<file path="config.mk">
export PLATFORM = sky130hd
export DESIGN_NAME = sram_test_error_classifier_flat
export DESIGN_NICKNAME = d
export VERILOG_FILES = /design/src/rtl/core/stec_pkg.sv /design/src/rtl/core/stec_in_if.sv /design/src/rtl/core/stec_out_if.sv /design/src/rtl/core/stec_front.sv /design/src/rtl/core/stec_queue.sv /design/src/rtl/core/stec_back.sv /design/src/rtl/core/sram_test_error_classifier.sv /design/src/flat_wrapper.sv
export SDC_FILE = /design/constraint.sdc
export NUM_CORES = 1
export LEC_CHECK = 0
export ABC_AREA = 1
export BUFFER_PORTS_ARGS = -buffer_cell sky130_fd_sc_hd__buf_4
export CELL_PAD_IN_SITES_DETAIL_PLACEMENT = 0
export CELL_PAD_IN_SITES_GLOBAL_PLACEMENT = 2
export CORE_UTILIZATION = 36
export DETAILED_ROUTE_END_ITERATION = 10
export PLACE_DENSITY = 0.91
export SYNTH_ARGS = -nofsm -noshare
export SYNTH_HDL_FRONTEND = slang
export SYNTH_SLANG_ARGS = --single-unit
</file>
<file path="constraint.sdc">
create_clock -name clk -period 7.25 [get_ports clk]
set_input_delay 0.725 -clock clk [delete_from_list [all_inputs] [get_ports clk]]
set_output_delay 0.725 -clock clk [all_outputs]
set_load 0.02 [all_outputs]
</file>
<file path="src/rtl/core/stec_pkg.sv">
// Shared types, constants and helpers for the SRAM test error classifier.
package stec_pkg;

  localparam int unsigned WORD_W     = 32;
  localparam int unsigned NBITS_W    = 6;
  localparam int unsigned LOG_IDX_W  = 12;
  localparam int unsigned LOG_DEPTH  = 4096;
  localparam int unsigned QUEUE_DEPTH = 4;
  localparam int unsigned QUEUE_AW   = $clog2(QUEUE_DEPTH);
  localparam int unsigned QUEUE_CW   = QUEUE_AW + 1;

  localparam logic [NBITS_W-1:0] SINGLE_MAX_RESET = NBITS_W'(3);

  localparam logic KIND_CHECK = 1'b0;
  localparam logic KIND_CLEAR = 1'b1;

  localparam logic [WORD_W-1:0] PAT_ZERO = 32'h0000_0000;
  localparam logic [WORD_W-1:0] PAT_ONES = 32'hFFFF_FFFF;
  localparam logic [WORD_W-1:0] PAT_AA   = 32'hAAAA_AAAA;
  localparam logic [WORD_W-1:0] PAT_55   = 32'h5555_5555;

  // Classified item handed from the front end to the counter stage.
  typedef struct packed {
    logic                clr;
    logic                fail;
    logic                single;
    logic [NBITS_W-1:0]  nbits;
    logic [WORD_W-1:0]   addr;
    logic [WORD_W-1:0]   last;
    logic [WORD_W-1:0]   mask;
  } item_t;

  function automatic logic [NBITS_W-1:0] popcount32(input logic [WORD_W-1:0] v);
    logic [WORD_W-1:0] s;
    s = (v & 32'h5555_5555) + ((v >> 1) & 32'h5555_5555);
    s = (s & 32'h3333_3333) + ((s >> 2) & 32'h3333_3333);
    s = (s & 32'h0F0F_0F0F) + ((s >> 4) & 32'h0F0F_0F0F);
    s = (s & 32'h00FF_00FF) + ((s >> 8) & 32'h00FF_00FF);
    s = (s & 32'h0000_FFFF) + ((s >> 16) & 32'h0000_FFFF);
    return s[NBITS_W-1:0];
  endfunction

endpackage

</file>
<file path="src/rtl/core/stec_in_if.sv">
// Input channel: one check or clear item per transfer.
interface stec_in_if;
  logic        valid;
  logic        ready;
  logic        kind;
  logic [31:0] word_address;
  logic [31:0] read_addr_pat;
  logic [31:0] read_inv_addr_pat;
  logic [31:0] read_zero_pat;
  logic [31:0] read_ones_pat;
  logic [31:0] read_aa_pat;
  logic [31:0] read_55_pat;

  modport source (
    output valid, kind, word_address, read_addr_pat, read_inv_addr_pat,
           read_zero_pat, read_ones_pat, read_aa_pat, read_55_pat,
    input  ready
  );
  modport sink (
    input  valid, kind, word_address, read_addr_pat, read_inv_addr_pat,
           read_zero_pat, read_ones_pat, read_aa_pat, read_55_pat,
    output ready
  );
endinterface

</file>
<file path="src/rtl/core/stec_out_if.sv">
// Result channel: one log/counter record per transfer.
interface stec_out_if;
  logic        valid;
  logic        ready;
  logic        log_valid;
  logic [11:0] log_index;
  logic [31:0] log_address;
  logic [31:0] log_word;
  logic [31:0] log_mask;
  logic [5:0]  failing_bits;
  logic [31:0] single_words;
  logic [31:0] multi_words;
  logic [31:0] bit_errors;
  logic [31:0] single_bits;
  logic [31:0] multi_bits;
  logic [31:0] checked_words;

  modport source (
    output valid, log_valid, log_index, log_address, log_word, log_mask,
           failing_bits, single_words, multi_words, bit_errors, single_bits,
           multi_bits, checked_words,
    input  ready
  );
  modport sink (
    input  valid, log_valid, log_index, log_address, log_word, log_mask,
           failing_bits, single_words, multi_words, bit_errors, single_bits,
           multi_bits, checked_words,
    output ready
  );
endinterface

</file>
<file path="src/rtl/core/stec_front.sv">
// Front end: accepts items, builds the mismatch mask and classifies the word.
module stec_front (
  input  logic                          clk,
  input  logic                          rst_n,
  stec_in_if.sink                       in_ch,
  input  logic                          cfg_we,
  input  logic [stec_pkg::NBITS_W-1:0]  cfg_wdata,
  output logic                          f_valid,
  input  logic                          f_ready,
  output stec_pkg::item_t               f_item
);

  logic [stec_pkg::NBITS_W-1:0] single_max_r;
  logic                         f_v_r;
  stec_pkg::item_t              f_item_r;
  stec_pkg::item_t              item_nxt;
  logic [stec_pkg::WORD_W-1:0]  exp_v [6];
  logic [stec_pkg::WORD_W-1:0]  rd_v  [6];
  logic [stec_pkg::WORD_W-1:0]  mask;
  logic [stec_pkg::WORD_W-1:0]  last;
  logic [stec_pkg::NBITS_W-1:0] nbits;
  logic                         accept;

  assign in_ch.ready = !f_v_r || f_ready;
  assign accept      = in_ch.valid && in_ch.ready;

  always_comb begin
    exp_v[0] = in_ch.word_address;
    exp_v[1] = ~in_ch.word_address;
    exp_v[2] = stec_pkg::PAT_ZERO;
    exp_v[3] = stec_pkg::PAT_ONES;
    exp_v[4] = stec_pkg::PAT_AA;
    exp_v[5] = stec_pkg::PAT_55;
    rd_v[0]  = in_ch.read_addr_pat;
    rd_v[1]  = in_ch.read_inv_addr_pat;
    rd_v[2]  = in_ch.read_zero_pat;
    rd_v[3]  = in_ch.read_ones_pat;
    rd_v[4]  = in_ch.read_aa_pat;
    rd_v[5]  = in_ch.read_55_pat;
    mask = '0;
    last = '0;
    // later patterns overwrite earlier ones
    for (int p = 0; p < 6; p++) begin
      mask = mask | (rd_v[p] ^ exp_v[p]);
      if (rd_v[p] != exp_v[p]) begin
        last = rd_v[p];
      end
    end
    nbits = stec_pkg::popcount32(mask);

    item_nxt.clr    = (in_ch.kind == stec_pkg::KIND_CLEAR);
    item_nxt.fail   = (nbits != '0);
    item_nxt.single = (nbits != '0) && (nbits <= single_max_r);
    item_nxt.nbits  = nbits;
    item_nxt.addr   = in_ch.word_address;
    item_nxt.last   = last;
    item_nxt.mask   = mask;
  end

  always_ff @(posedge clk) begin
    if (!rst_n) begin
      single_max_r <= stec_pkg::SINGLE_MAX_RESET;
      f_v_r        <= 1'b0;
    end else begin
      if (cfg_we) begin
        single_max_r <= cfg_wdata;
      end
      if (accept) begin
        f_v_r <= 1'b1;
      end else if (f_ready) begin
        f_v_r <= 1'b0;
      end
    end
  end

  always_ff @(posedge clk) begin
    if (accept) begin
      f_item_r <= item_nxt;
    end
  end

  assign f_valid = f_v_r;
  assign f_item  = f_item_r;

endmodule

</file>
<file path="src/rtl/core/stec_queue.sv">
// Short register queue between the front end and the counter stage.
module stec_queue (
  input  logic                           clk,
  input  logic                           rst_n,
  input  logic                           push_valid,
  output logic                           push_ready,
  input  stec_pkg::item_t                push_item,
  output logic                           pop_valid,
  input  logic                           pop_ready,
  output stec_pkg::item_t                pop_item,
  output logic [stec_pkg::QUEUE_CW-1:0]  q_count
);

  stec_pkg::item_t                 slot_r [stec_pkg::QUEUE_DEPTH];
  logic [stec_pkg::QUEUE_AW-1:0]   wr_ptr_r;
  logic [stec_pkg::QUEUE_AW-1:0]   rd_ptr_r;
  logic [stec_pkg::QUEUE_CW-1:0]   count_r;
  logic                            push;
  logic                            pop;

  assign push_ready = (count_r != stec_pkg::QUEUE_CW'(stec_pkg::QUEUE_DEPTH));
  assign pop_valid  = (count_r != '0);
  assign push       = push_valid && push_ready;
  assign pop        = pop_valid && pop_ready;
  assign pop_item   = slot_r[rd_ptr_r];
  assign q_count    = count_r;

  always_ff @(posedge clk) begin
    if (!rst_n) begin
      wr_ptr_r <= '0;
      rd_ptr_r <= '0;
      count_r  <= '0;
    end else begin
      if (push) begin
        wr_ptr_r <= wr_ptr_r + stec_pkg::QUEUE_AW'(1);
      end
      if (pop) begin
        rd_ptr_r <= rd_ptr_r + stec_pkg::QUEUE_AW'(1);
      end
      if (push && !pop) begin
        count_r <= count_r + stec_pkg::QUEUE_CW'(1);
      end else if (pop && !push) begin
        count_r <= count_r - stec_pkg::QUEUE_CW'(1);
      end
    end
  end

  always_ff @(posedge clk) begin
    if (push) begin
      slot_r[wr_ptr_r] <= push_item;
    end
  end

endmodule

</file>
<file path="src/rtl/core/stec_back.sv">
// Counter stage: updates the error counters and registers the result record.
module stec_back (
  input  logic             clk,
  input  logic             rst_n,
  input  logic             b_valid,
  output logic             b_ready,
  input  stec_pkg::item_t  b_item,
  stec_out_if.source       out_ch
);

  localparam logic [31:0] LOG_LIMIT = 32'(stec_pkg::LOG_DEPTH);

  logic        out_v_r;
  logic [31:0] single_words_r, multi_words_r, bit_errors_r;
  logic [31:0] single_bits_r, multi_bits_r, checked_words_r;
  logic [31:0] single_words_nxt, multi_words_nxt, bit_errors_nxt;
  logic [31:0] single_bits_nxt, multi_bits_nxt, checked_words_nxt;
  logic        log_valid_r, log_valid_nxt;
  logic [stec_pkg::LOG_IDX_W-1:0] log_index_r, log_index_nxt;
  logic [31:0] log_address_r, log_word_r, log_mask_r;
  logic [31:0] log_address_nxt, log_word_nxt, log_mask_nxt;
  logic [stec_pkg::NBITS_W-1:0] failing_bits_r, failing_bits_nxt;
  logic [31:0] nbits_ext;
  logic        pop;

  assign b_ready   = !out_v_r || out_ch.ready;
  assign pop       = b_valid && b_ready;
  assign nbits_ext = {{(32 - stec_pkg::NBITS_W){1'b0}}, b_item.nbits};

  always_comb begin
    single_words_nxt  = single_words_r;
    multi_words_nxt   = multi_words_r;
    bit_errors_nxt    = bit_errors_r;
    single_bits_nxt   = single_bits_r;
    multi_bits_nxt    = multi_bits_r;
    checked_words_nxt = checked_words_r;
    log_valid_nxt     = 1'b0;
    log_index_nxt     = '0;
    log_address_nxt   = '0;
    log_word_nxt      = '0;
    log_mask_nxt      = '0;
    failing_bits_nxt  = '0;
    if (b_item.clr) begin
      single_words_nxt  = '0;
      multi_words_nxt   = '0;
      bit_errors_nxt    = '0;
      single_bits_nxt   = '0;
      multi_bits_nxt    = '0;
      checked_words_nxt = '0;
    end else begin
      checked_words_nxt = checked_words_r + 32'd1;
      failing_bits_nxt  = b_item.nbits;
      if (b_item.fail) begin
        bit_errors_nxt = bit_errors_r + nbits_ext;
        if (b_item.single) begin
          // log only while slots remain
          if (single_words_r < LOG_LIMIT) begin
            log_valid_nxt   = 1'b1;
            log_index_nxt   = single_words_r[stec_pkg::LOG_IDX_W-1:0];
            log_address_nxt = b_item.addr;
            log_word_nxt    = b_item.last;
            log_mask_nxt    = b_item.mask;
          end
          single_words_nxt = single_words_r + 32'd1;
          single_bits_nxt  = single_bits_r + nbits_ext;
        end else begin
          multi_words_nxt = multi_words_r + 32'd1;
          multi_bits_nxt  = multi_bits_r + nbits_ext;
        end
      end
    end
  end

  always_ff @(posedge clk) begin
    if (!rst_n) begin
      out_v_r         <= 1'b0;
      single_words_r  <= '0;
      multi_words_r   <= '0;
      bit_errors_r    <= '0;
      single_bits_r   <= '0;
      multi_bits_r    <= '0;
      checked_words_r <= '0;
    end else begin
      if (pop) begin
        out_v_r         <= 1'b1;
        single_words_r  <= single_words_nxt;
        multi_words_r   <= multi_words_nxt;
        bit_errors_r    <= bit_errors_nxt;
        single_bits_r   <= single_bits_nxt;
        multi_bits_r    <= multi_bits_nxt;
        checked_words_r <= checked_words_nxt;
      end else if (out_ch.ready) begin
        out_v_r <= 1'b0;
      end
    end
  end

  always_ff @(posedge clk) begin
    if (pop) begin
      log_valid_r    <= log_valid_nxt;
      log_index_r    <= log_index_nxt;
      log_address_r  <= log_address_nxt;
      log_word_r     <= log_word_nxt;
      log_mask_r     <= log_mask_nxt;
      failing_bits_r <= failing_bits_nxt;
    end
  end

  assign out_ch.valid         = out_v_r;
  assign out_ch.log_valid     = log_valid_r;
  assign out_ch.log_index     = log_index_r;
  assign out_ch.log_address   = log_address_r;
  assign out_ch.log_word      = log_word_r;
  assign out_ch.log_mask      = log_mask_r;
  assign out_ch.failing_bits  = failing_bits_r;
  assign out_ch.single_words  = single_words_r;
  assign out_ch.multi_words   = multi_words_r;
  assign out_ch.bit_errors    = bit_errors_r;
  assign out_ch.single_bits   = single_bits_r;
  assign out_ch.multi_bits    = multi_bits_r;
  assign out_ch.checked_words = checked_words_r;

endmodule

</file>
<file path="src/rtl/core/sram_test_error_classifier.sv">
// Path: an item passes the front-end register, a queue slot and the result register.
// Throughput: one item per cycle while out_ch.ready holds; the mask/popcount stage
// and the counter stage each take one per cycle, joined by a four-entry queue.
// Reset (rst_n low, synchronous): counters zero, queue empty, no result valid,
// single_max_bits back to 3.
module sram_test_error_classifier (
  input  logic                          clk,
  input  logic                          rst_n,
  stec_in_if.sink                       in_ch,
  stec_out_if.source                    out_ch,
  input  logic                          cfg_we,
  input  logic [stec_pkg::NBITS_W-1:0]  cfg_wdata
);

  logic                          f_valid;
  logic                          f_ready;
  stec_pkg::item_t               f_item;
  logic                          b_valid;
  logic                          b_ready;
  stec_pkg::item_t               b_item;
  logic [stec_pkg::QUEUE_CW-1:0] q_count;

  stec_front u_front (
    .clk       (clk),
    .rst_n     (rst_n),
    .in_ch     (in_ch),
    .cfg_we    (cfg_we),
    .cfg_wdata (cfg_wdata),
    .f_valid   (f_valid),
    .f_ready   (f_ready),
    .f_item    (f_item)
  );

  stec_queue u_queue (
    .clk        (clk),
    .rst_n      (rst_n),
    .push_valid (f_valid),
    .push_ready (f_ready),
    .push_item  (f_item),
    .pop_valid  (b_valid),
    .pop_ready  (b_ready),
    .pop_item   (b_item),
    .q_count    (q_count)
  );

  stec_back u_back (
    .clk     (clk),
    .rst_n   (rst_n),
    .b_valid (b_valid),
    .b_ready (b_ready),
    .b_item  (b_item),
    .out_ch  (out_ch)
  );

`ifndef SYNTH
  a_queue_bound: assert property (@(posedge clk) disable iff (!rst_n)
    q_count <= stec_pkg::QUEUE_CW'(stec_pkg::QUEUE_DEPTH))
    else $error("queue count above depth");

  a_log_has_bits: assert property (@(posedge clk) disable iff (!rst_n)
    (out_ch.valid && out_ch.log_valid) |-> (out_ch.failing_bits != '0))
    else $error("log entry without failing bits");

  a_nolog_zero: assert property (@(posedge clk) disable iff (!rst_n)
    (out_ch.valid && !out_ch.log_valid) |-> (out_ch.log_mask == '0))
    else $error("mask shown without log entry");

  a_count_move: assert property (@(posedge clk) disable iff (!rst_n)
    (q_count != $past(q_count)) |-> ($past(f_valid && f_ready) || $past(b_valid && b_ready)))
    else $error("queue count moved without a transfer");
`endif

endmodule

</file>
<file path="src/flat_wrapper.sv">
// flat-port wrapper written by rule: the top's interface ports become plain ports
module sram_test_error_classifier_flat 
  (clk, rst_n, cfg_we, cfg_wdata, in_ch_valid, in_ch_kind, in_ch_word_address, in_ch_read_addr_pat, in_ch_read_inv_addr_pat, in_ch_read_zero_pat, in_ch_read_ones_pat, in_ch_read_aa_pat, in_ch_read_55_pat, in_ch_ready, out_ch_valid, out_ch_log_valid, out_ch_log_index, out_ch_log_address, out_ch_log_word, out_ch_log_mask, out_ch_failing_bits, out_ch_single_words, out_ch_multi_words, out_ch_bit_errors, out_ch_single_bits, out_ch_multi_bits, out_ch_checked_words, out_ch_ready);
  stec_in_if in_ch_i ();
  stec_out_if out_ch_i ();
  input  logic clk;
  input  logic rst_n;
  input  logic cfg_we;
  input  logic [stec_pkg::NBITS_W-1:0] cfg_wdata;
  input wire logic [$bits(in_ch_i.valid)-1:0] in_ch_valid;
  input wire logic [$bits(in_ch_i.kind)-1:0] in_ch_kind;
  input wire logic [$bits(in_ch_i.word_address)-1:0] in_ch_word_address;
  input wire logic [$bits(in_ch_i.read_addr_pat)-1:0] in_ch_read_addr_pat;
  input wire logic [$bits(in_ch_i.read_inv_addr_pat)-1:0] in_ch_read_inv_addr_pat;
  input wire logic [$bits(in_ch_i.read_zero_pat)-1:0] in_ch_read_zero_pat;
  input wire logic [$bits(in_ch_i.read_ones_pat)-1:0] in_ch_read_ones_pat;
  input wire logic [$bits(in_ch_i.read_aa_pat)-1:0] in_ch_read_aa_pat;
  input wire logic [$bits(in_ch_i.read_55_pat)-1:0] in_ch_read_55_pat;
  output wire logic [$bits(in_ch_i.ready)-1:0] in_ch_ready;
  output wire logic [$bits(out_ch_i.valid)-1:0] out_ch_valid;
  output wire logic [$bits(out_ch_i.log_valid)-1:0] out_ch_log_valid;
  output wire logic [$bits(out_ch_i.log_index)-1:0] out_ch_log_index;
  output wire logic [$bits(out_ch_i.log_address)-1:0] out_ch_log_address;
  output wire logic [$bits(out_ch_i.log_word)-1:0] out_ch_log_word;
  output wire logic [$bits(out_ch_i.log_mask)-1:0] out_ch_log_mask;
  output wire logic [$bits(out_ch_i.failing_bits)-1:0] out_ch_failing_bits;
  output wire logic [$bits(out_ch_i.single_words)-1:0] out_ch_single_words;
  output wire logic [$bits(out_ch_i.multi_words)-1:0] out_ch_multi_words;
  output wire logic [$bits(out_ch_i.bit_errors)-1:0] out_ch_bit_errors;
  output wire logic [$bits(out_ch_i.single_bits)-1:0] out_ch_single_bits;
  output wire logic [$bits(out_ch_i.multi_bits)-1:0] out_ch_multi_bits;
  output wire logic [$bits(out_ch_i.checked_words)-1:0] out_ch_checked_words;
  input wire logic [$bits(out_ch_i.ready)-1:0] out_ch_ready;
  assign in_ch_i.valid = in_ch_valid;
  assign in_ch_i.kind = in_ch_kind;
  assign in_ch_i.word_address = in_ch_word_address;
  assign in_ch_i.read_addr_pat = in_ch_read_addr_pat;
  assign in_ch_i.read_inv_addr_pat = in_ch_read_inv_addr_pat;
  assign in_ch_i.read_zero_pat = in_ch_read_zero_pat;
  assign in_ch_i.read_ones_pat = in_ch_read_ones_pat;
  assign in_ch_i.read_aa_pat = in_ch_read_aa_pat;
  assign in_ch_i.read_55_pat = in_ch_read_55_pat;
  assign in_ch_ready = in_ch_i.ready;
  assign out_ch_valid = out_ch_i.valid;
  assign out_ch_log_valid = out_ch_i.log_valid;
  assign out_ch_log_index = out_ch_i.log_index;
  assign out_ch_log_address = out_ch_i.log_address;
  assign out_ch_log_word = out_ch_i.log_word;
  assign out_ch_log_mask = out_ch_i.log_mask;
  assign out_ch_failing_bits = out_ch_i.failing_bits;
  assign out_ch_single_words = out_ch_i.single_words;
  assign out_ch_multi_words = out_ch_i.multi_words;
  assign out_ch_bit_errors = out_ch_i.bit_errors;
  assign out_ch_single_bits = out_ch_i.single_bits;
  assign out_ch_multi_bits = out_ch_i.multi_bits;
  assign out_ch_checked_words = out_ch_i.checked_words;
  assign out_ch_i.ready = out_ch_ready;
  sram_test_error_classifier u_core (.clk(clk), .rst_n(rst_n), .in_ch(in_ch_i), .out_ch(out_ch_i), .cfg_we(cfg_we), .cfg_wdata(cfg_wdata));
endmodule
</file>
==> results.toml <==
[run_status]
status = "complete, no violations"

[sta]
whs_ps = 208
tns_ps = 0
rsz0062_at_grt = "false"
timing.fmax_ghz = 0.176
hold_violations = 0
post-route-period-util = 0.783
setup_viol = 0
slew-limit-headroom = 0.349
slew_violations = 0
finalCriticalPeriod_ps = 5670
skew_ps = 57.1
worst_pin_slew_ps = 977

[detailed_routing]
ant_nets = 0
vias_per_cell = 5.11
num_vias = 32700
dr.pass1.iters = 5
routedWlPerCell_um = 21.9
drc = 0
drt_iter0_markers = 2557
wl_um = 140000

[critical_path]
cp_slowest_stage_delay_ps = 720
critPathTopFamily = "adder cells"
critical_path.most_common_cell = "nor2_1"
critPathBufInv = 6
end_kind = "register"
crit_type = "input pin to register"
worstPathRequired_ps = 7670
startpoint_type = "input pin"
path_max_fanout = 3
slowest_stage = "nor4_1"
critical_path_arrival_ps = 6100

[clocking]
cts_tree = "built"
cts_hold_buf = 0
post-cts-setup-buffers = 0
numCtsBuffers = 92
cts_root_buf = "clkbuf_16"
clock_path_buffers = 3
clock_sinks = 849
clkLatencyLatePin_ps = 710
cts_resized = 0
path_clk_slew_ps = 60
h-tree-depth = 3

[logic_synthesis]
synth_fp_nets = 4644
synth-seq-cells = 849
syn_inst = 4308
async_flop_share = 0
synth_area_leaders = "edfxtp_1 (48%), dfxtp_1 (10%), nand2_1 (7.1%)"
synth_cell_types = 52
ys.flop_type = "edfxtp_1"
synth_area_um2 = 40000
yosysTopAreaCell = "edfxtp_1"
synth-edff-count = 640
seq_area_frac_synth = 0.585
yosysWarnings = 0
syn_avg_cell_area_um2 = 9.28
synth_top_area_share = 0.481

[final_layout]
drive_above_1_share = 0.165
final_cell_mix = "nand2_1 (759), nor2_1 (684), edfxtp_1 (640), buf_4 (576), a21oi_1 (406)"
stdcell_area_um2 = 48800
nets = 5163
final_common_cell = "nand2_1"
syn_to_final_growth_pct = 22.1

[floorplanning]
die-area_um2 = 112000
dieHeight_um = 335
initial_core_util = 0.365
core_area_um2 = 109000
rows = 121
ioPinCount = 545
dieWidth_um = 335

[power]
ir_worst_vdd_v = 0.000216
cellPowerDensity_nw_per_um2 = 327
leakagePower_nw = 18.6

[job]
drv_cap = 0

[global_route]
grt-ovfl-total = 0
grt_max_degree = 106
antenna_found_initial = 22
grtUsageTotal = 0.242
grt_pass1_wl_um = 201000
grt_pass1_vias = 30600

[place]
gp_congestion = 0.960
placed_cell_area_um2 = 45600
io_buffers = 544
dp_hpwl_um = 101000

[min_path]
hold_class = "input pin to register"
[cell usage after synthesis (all sizes together), types with 8 or more instances]
master and n:
a21oi 407, xor2 35, ha 81, o21ai 318, xnor2 37, nor3 110, dfxtp 209, or2 11
nand2 776, o21a 11, fa 19, nor2 709, clkbuf 112, a31oi 8, buf 41, nor4 42
inv 413, a211oi 8, nand4 121, edfxtp 640, nand3 164
[metal layers]
layer | up-vias | wire [um] | track usage
met5 | - | 116 | 0
met4 | 18 | 4850 | 0.0904
met3 | 200 | 9340 | 0.0437
met2 | 1009 | 67400 | 0.398
met1 | 15700 | 58500 | 0.315
li1 | 15800 | - | -
[kinds of logic after synthesis]
group	Yosys count	share of synthesized area
AND/OR/NAND/NOR	1951	0.210
buffers and inverters	567	0.0544
AO/OA/AOI/OAI	769	0.0993
XOR/XNOR	72	0.0158
adder cells (fa/ha/maj)	100	0.0349
flip-flops	849	0.585
[power by group]
group	leakage, nW	switching, mW	internal [mW]
combinational	9.62	3.33	1.30
clock	1.53	2.07	2.77
sequential	7.43	0.439	6.03
total	18.6	5.84	10.1
[registers in the layout (all words and copies together), names as in the netlist, 32 cells and up, named ones only]
signal	flops
u_core.u_back.out_ch.log_address	32
u_core.u_back.out_ch.multi_words	32
u_core.u_back.out_ch.log_word	32
u_core.u_back.out_ch.single_words	32
u_core.u_back.out_ch.multi_bits	32
u_core.u_back.out_ch.single_bits	32
u_core.u_queue.slot_r	420
u_core.u_back.out_ch.checked_words	32
u_core.u_back.out_ch.bit_errors	32
u_core.u_back.out_ch.log_mask	32
u_core.u_front.f_item	105
[per-stage QoR]
stage	util	instances	worst slack [ps]	power [mW]
after floorplan	-	4308	1620	9.21
after global placement	0.417	6209	1010	11.2
after detailed placement	0.417	6209	1040	11.2
after CTS	0.446	6380	1770	16.1
after global routing	0.446	6388	1340	16.7
final	0.446	6391	1580	15.9
[final timing paths]
path / from / slack [ps] / cells after the start / endpoint
worst min-delay path: in_ch_kind / 210 / 1 / u_core.u_front.f_item[104]
worst min register to register: u_core.u_back.out_ch.checked_words[31] / 450 / 1 / u_core.u_back.out_ch.checked_words[31]
worst max-delay path: in_ch_read_zero_pat[15] / 1580 / 27 / u_core.u_front.f_item[102]
worst max register to register: register / 2710 / 20 / u_core.u_back.out_ch.multi_bits[29]
[final cells by class]
class,instances,area [um^2]
Fill cell,10600,60700
Tap cell,1476,1850
Multi-Input combinational cell,2892,14400
Timing Repair Buffer,578,4360
Inverter,414,1560
Clock buffer,114,2460
Antenna cell,11,27.5
Clock inverter,57,697
Sequential cell,849,23400
Power figures use the tool's default switching activity.
